[src/design/tfpb_pkg.sv]
// Package for the tilt fusion and balance controller.
// Holds widths, register indexes, the CORDIC arctangent table and direction codes.
// No dependencies.
package tfpb_pkg;

   localparam int CordicSteps = 16;
   localparam int FracBits = 8;
   localparam int CsrIdxWidth = 3;
   localparam int CsrDataWidth = 17;

   localparam logic [CsrIdxWidth-1:0] REG_TARGET = 3'd0;
   localparam logic [CsrIdxWidth-1:0] REG_GAIN_P = 3'd1;
   localparam logic [CsrIdxWidth-1:0] REG_GAIN_I = 3'd2;
   localparam logic [CsrIdxWidth-1:0] REG_GAIN_D = 3'd3;
   localparam logic [CsrIdxWidth-1:0] REG_ILIMIT = 3'd4;
   localparam logic [CsrIdxWidth-1:0] REG_DUTY_LO = 3'd5;
   localparam logic [CsrIdxWidth-1:0] REG_DUTY_HI = 3'd6;
   localparam logic [CsrIdxWidth-1:0] REG_STOP = 3'd7;

   localparam logic [1:0] DIR_STOP = 2'd0;
   localparam logic [1:0] DIR_BACK = 2'd1;
   localparam logic [1:0] DIR_FWD = 2'd2;

   // Pi in Q30 radians; needs 33 bits signed headroom.
   localparam logic signed [33:0] PI_Q30 = 34'sd3373259426;

   // Configuration register set.
   typedef struct packed {
      logic [16:0] target_angle;
      logic [15:0] gain_p;
      logic [15:0] gain_i;
      logic [15:0] gain_d;
      logic [15:0] integral_limit;
      logic [6:0]  duty_low;
      logic [6:0]  duty_high;
      logic [15:0] stop_angle;
   } cfg_type;

   // Arctangent of 2^-i in Q30 radians.
   function automatic logic signed [33:0] atan_tab(input logic [4:0] i);
      logic signed [33:0] r;
      unique case (i)
         5'd0: r = 34'sh3243F6A8;  5'd1: r = 34'sh1DAC6705;
         5'd2: r = 34'sh0FADBAFC;  5'd3: r = 34'sh07F56EA6;
         5'd4: r = 34'sh03FEAB76;  5'd5: r = 34'sh01FFD55B;
         5'd6: r = 34'sh00FFFAAA;  5'd7: r = 34'sh007FFF55;
         5'd8: r = 34'sh003FFFEA;  5'd9: r = 34'sh001FFFFD;
         5'd10: r = 34'sh000FFFFF; 5'd11: r = 34'sh0007FFFF;
         5'd12: r = 34'sh0003FFFF; 5'd13: r = 34'sh0001FFFF;
         5'd14: r = 34'sh0000FFFF; 5'd15: r = 34'sh00007FFF;
         5'd16: r = 34'sh00003FFF; 5'd17: r = 34'sh00001FFF;
         5'd18: r = 34'sh00000FFF; 5'd19: r = 34'sh000007FF;
         5'd20: r = 34'sh000003FF; 5'd21: r = 34'sh000001FF;
         5'd22: r = 34'sh000000FF; 5'd23: r = 34'sh0000007F;
         default: r = 34'sd0;
      endcase
      return r;
   endfunction

endpackage

[src/design/tfpb_cordic.sv]
// Iterative vectoring CORDIC that returns atan2(y, x) in 1/256 degree.
// Depends on tfpb_pkg. One micro-rotation per cycle, then a multiply for scaling.
module tfpb_cordic (
   input  logic                clock,
   input  logic                reset,
   input  logic                start,
   input  logic signed [16:0]  y_in,
   input  logic signed [16:0]  x_in,
   output logic                done,
   output logic signed [16:0]  angle
);

   localparam logic [2:0] ST_IDLE = 3'd0;
   localparam logic [2:0] ST_ITER = 3'd1;
   localparam logic [2:0] ST_MUL = 3'd2;
   localparam logic [2:0] ST_RND = 3'd3;
   localparam logic [2:0] ST_DONE = 3'd4;

   // Divisor 11 << 22 for the radian to degree conversion.
   localparam logic [47:0] Den = 48'd11 << (30 - tfpb_pkg::FracBits);

   logic [2:0] state_ff, state_in;
   logic [4:0] step_ff, step_in;
   logic signed [33:0] x_ff, x_in_r, y_ff, y_in_r, z_ff, z_in;
   logic neg_ff, neg_in;
   logic [47:0] prod_ff, prod_in;
   logic signed [16:0] angle_ff, angle_in;

   logic signed [33:0] dx, dy, zabs;
   logic [47:0] q;
   logic [47:0] num;
   logic [23:0] qv;
   logic [47:0] qm;

   assign dx = x_ff >>> step_ff;
   assign dy = y_ff >>> step_ff;
   assign zabs = z_ff[33] ? -z_ff : z_ff;
   assign num = prod_ff + (Den >> 1);
   // Quotient by constant 11<<22: shift away 22 bits, then multiply by the
   // reciprocal ceil(2^26/11); the result is exact for values below 2^25.
   assign qv = 24'(num >> (30 - tfpb_pkg::FracBits));
   assign qm = 48'(qv) * 48'd6100806;
   assign q = qm >> 26;

   always_comb begin
      state_in = state_ff;
      step_in = step_ff;
      x_in_r = x_ff;
      y_in_r = y_ff;
      z_in = z_ff;
      neg_in = neg_ff;
      prod_in = prod_ff;
      angle_in = angle_ff;
      unique case (state_ff)
         ST_IDLE: begin
            if (start) begin
               step_in = '0;
               if (y_in == 17'sd0) begin
                  z_in = (x_in < 0) ? tfpb_pkg::PI_Q30 : 34'sd0;
                  x_in_r = '0;
                  y_in_r = '0;
                  state_in = ST_MUL;
               end else begin
                  if (x_in < 0) begin
                     z_in = (y_in > 0) ? tfpb_pkg::PI_Q30 : -tfpb_pkg::PI_Q30;
                     x_in_r = -(34'(x_in) <<< 14);
                     y_in_r = -(34'(y_in) <<< 14);
                  end else begin
                     z_in = '0;
                     x_in_r = 34'(x_in) <<< 14;
                     y_in_r = 34'(y_in) <<< 14;
                  end
                  state_in = ST_ITER;
               end
            end
         end
         ST_ITER: begin
            if (!y_ff[33]) begin
               x_in_r = x_ff + dy;
               y_in_r = y_ff - dx;
               z_in = z_ff + tfpb_pkg::atan_tab(step_ff);
            end else begin
               x_in_r = x_ff - dy;
               y_in_r = y_ff + dx;
               z_in = z_ff - tfpb_pkg::atan_tab(step_ff);
            end
            step_in = step_ff + 5'd1;
            if (step_ff == 5'(tfpb_pkg::CordicSteps - 1)) state_in = ST_MUL;
         end
         ST_MUL: begin
            neg_in = z_ff[33];
            prod_in = 48'(zabs) * 48'd630;
            state_in = ST_RND;
         end
         ST_RND: begin
            angle_in = (q > 48'd65535) ? (neg_ff ? -17'sd65535 : 17'sd65535)
                     : (neg_ff ? -$signed({1'b0, q[15:0]}) : $signed({1'b0, q[15:0]}));
            state_in = ST_DONE;
         end
         ST_DONE: state_in = ST_IDLE;
         default: state_in = ST_IDLE;
      endcase
   end

   always_ff @(posedge clock) begin
      if (reset) state_ff <= ST_IDLE;
      else state_ff <= state_in;
      step_ff <= step_in;
      x_ff <= x_in_r;
      y_ff <= y_in_r;
      z_ff <= z_in;
      neg_ff <= neg_in;
      prod_ff <= prod_in;
      angle_ff <= angle_in;
   end

   assign done = (state_ff == ST_DONE);
   assign angle = angle_ff;

endmodule

[config.mk]
export PLATFORM = sky130hd
export DESIGN_NAME = tfpb_cordic
export DESIGN_NICKNAME = d
export VERILOG_FILES = /design/src/design/tfpb_pkg.sv /design/src/design/tfpb_cordic.sv
export SDC_FILE = /design/constraint.sdc
export NUM_CORES = 2
export LEC_CHECK = 0
export BUFFER_PORTS_ARGS = -buffer_cell sky130_fd_sc_hd__buf_2
export CORE_UTILIZATION = 60
export DETAILED_ROUTE_END_ITERATION = 7
export GPL_TIMING_DRIVEN = 0
export PLACE_DENSITY = 0.77
export SLEW_MARGIN = 20
export SYNTH_ARGS = -nofsm -noshare
export SYNTH_HDL_FRONTEND = slang
export SYNTH_SLANG_ARGS = --single-unit
[constraint.sdc]
create_clock -name clock -period 19.8 [get_ports clock]
set_input_delay 1.98 -clock clock [delete_from_list [all_inputs] [get_ports clock]]
set_output_delay 1.98 -clock clock [all_outputs]
set_load 0.05 [all_outputs]
==> results.cfg <==
[drt]
viasPerCell = 6.257
firstDrtPassIters = 6
drt_iter0_markers = 2620
num_vias = 28780
route.detailed.wl_per_inst_um = 21.61
ant_nets = 0
remaining_drc_errors = 0
postRouteWirelength_um = 99420

[clocking]
post_cts_resized = 0
post_cts_buffers = 0
cts_hold_buf = 0
clock_path_buffers = 2
cts_max_level = 4
cts_tree = yes
clk_pin_slew_ns = 0.08
root_buffer = clkbuf_16
clock-sinks = 183
clk_latency_ns = 0.52
cts_made_buffers = 17

[sta]
slew_headroom_pct = 26.84
period_share_pct = 53.95
setup_violations = 0
hold_viol_final = 0
fmax_mhz = 93.62
skew_ns = 0.02616
rsz0062_at_grt = false
tightest_slew_ns = 1.097
final.setup.worst_slack_ns = 9.118
fin_crit_ns = 10.68
drv_slew = 0
tns_ns = 0

[yosys]
ys.flop_type = edfxtp_1
yosysWarnings = 0
postSynth.asyncResetShare_pct = 0
yosys-top-cells-count = inv_1, ha_1, fa_1
seq_area_frac_synth_pct = 14.67
avgSynthCellArea_um2 = 9.403
syn_nets = 4587
synth-seq-cells = 183
synth-edff-count = 150
synth_area_leaders = fa_1, ha_1, edfxtp_1
synth_top_cell_area_share_pct = 18.65
synth_cells = 3745
synth_top_area_cell = fa_1
yosysMostFrequentCell = inv_1
ys_types = 102
syn_area_um2 = 35220

[setup_path]
crit_path_start_kind = register
end_kind = register
path_class = register to register
crit_fanout = 10
arrival_ns = 10.94
path_depth = 32
r2r_cells = 32
path_delay_family = adder cells
path_buf_inv = 7
crit_path_max_incr_delay_ns = 0.83
required_ns = 20.06
slowest_stage = o311ai_0

[place]
dp_slack_ns = 9.213
port_buffers = 53
place.gp.congestion = 1.039
dp.final_hpwl_um = 81820

[cells_and_area]
drive_gt1_share_pct = 7.223
area_delta_synth_final_pct = 5.681
diodes = 0
nets = 4664

[run_status]
status = finished, final reports clean

[global_route]
grt_pass1_wl_um = 158000
antenna_found_initial = 2
overflow = 0
grt_pass1_vias = 28740
globalRouteTotalUtil_pct = 34.22
grt_max_degree = 58

[floorplan]
coreArea_um2 = 57810
start_util_pct = 60.92
placementRows = 88
io_pins = 55
die-area_um2 = 59670
die_y_um = 244.3
fp.dieW_um = 244.3

[job]
maxCapViolations = 0

[min_path]
hold_path_class = register to register
hold_depth = 2
==> cell families (layout without fill, tap and decap cells) <==
logic type | Yosys count | in the layout | synth area share [%]
AO/OA/AOI/OAI | 797 | 797 | 14.52
XOR/XNOR | 292 | 292 | 7.262
adder cells (fa/ha/maj) | 805 | 805 | 35.59
buffers and inverters | 683 | 773 | 7.870
flip-flops | 183 | 183 | 14.67
multiplexers | 190 | 190 | 8.691
AND/OR/NAND/NOR | 795 | 795 | 11.40
==> area by class of cell <==
cell class	instances	area, µm²
well taps	765	957.2
multi-input cells	2879	27360
fillers	4743	20590
flip-flops and latches	183	5165
inverters	566	2130
repair buffers	58	322.8
plain buffers	117	646.9
clock inverters	15	205.2
clock buffers	17	425.4
==> routing by layer <==
metal | track usage [%] | up-vias | share of wire [%]
met3 | 5.487 | 252 | 7.4
met2 | 56.31 | 1132 | 46
met5 | 0 | - | 0.022
met4 | 15.63 | 4 | 4.9
met1 | 44.29 | 14030 | 41
li1 | - | 13360 | -
==> tightest hold or removal path, stage by stage (launching register included) <==
cell	delay [ns]
dfxtp_1	0.37
nand2_1	0.08
nor3_1	0.04
==> worst paths after layout <==
path	start	end	slack [ns]
worst max-delay path	prod_ff[21]	angle[12]	9.12
worst min-delay path	state_ff[1]	state_ff[2]	0.53
worst max register to register	prod_ff[21]	angle[12]	9.12
worst min register to register	state_ff[1]	state_ff[2]	0.53
==> cells in the final DEF (no fill, tap or decap), types with 14 or more instances in the layout <==
cell,count
o21ai_0,174
mux4_1,21
mux2i_1,69
or3_1,30
clkbuf_1,72
o21bai_1,16
o21a_1,24
dfxtp_1,33
nand4_1,21
buf_4,17
o211ai_1,17
xnor2_1,172
a21oi_1,213
inv_1,563
a31oi_1,40
mux2_2,37
o22ai_1,49
nand3_1,45
xor2_1,110
edfxtp_1,150
buf_2,64
a21o_1,74
ha_1,477
nor4_1,14
and3_1,38
mux4_2,59
fa_1,328
clkbuf_16,17
nand2b_1,40
nor3_1,72
nand2_1,176
o31ai_1,41
and2_1,29
nor2_1,223
nor2b_1,31
==> stage by stage <==
| stage | cell area, µm² | hold slack (ns) | std cells | util (%) |
|---|---|---|---|---|
| floorplan | 35220 | 0.4244 | 3745 | - |
| global placement | 36440 | 0.5027 | 4563 | 63.03 |
| detailed placement | 36560 | 0.5080 | 4568 | 63.24 |
| CTS | 37190 | 0.5223 | 4600 | 64.33 |
| global route | 37220 | 0.5640 | 4600 | 64.38 |
| finish | 37220 | 0.5298 | 4600 | 64.38 |
Power is left out: the tool's default activity adds up to more than one toggle a clock period on the data nets, which glitch-free logic cannot reach.
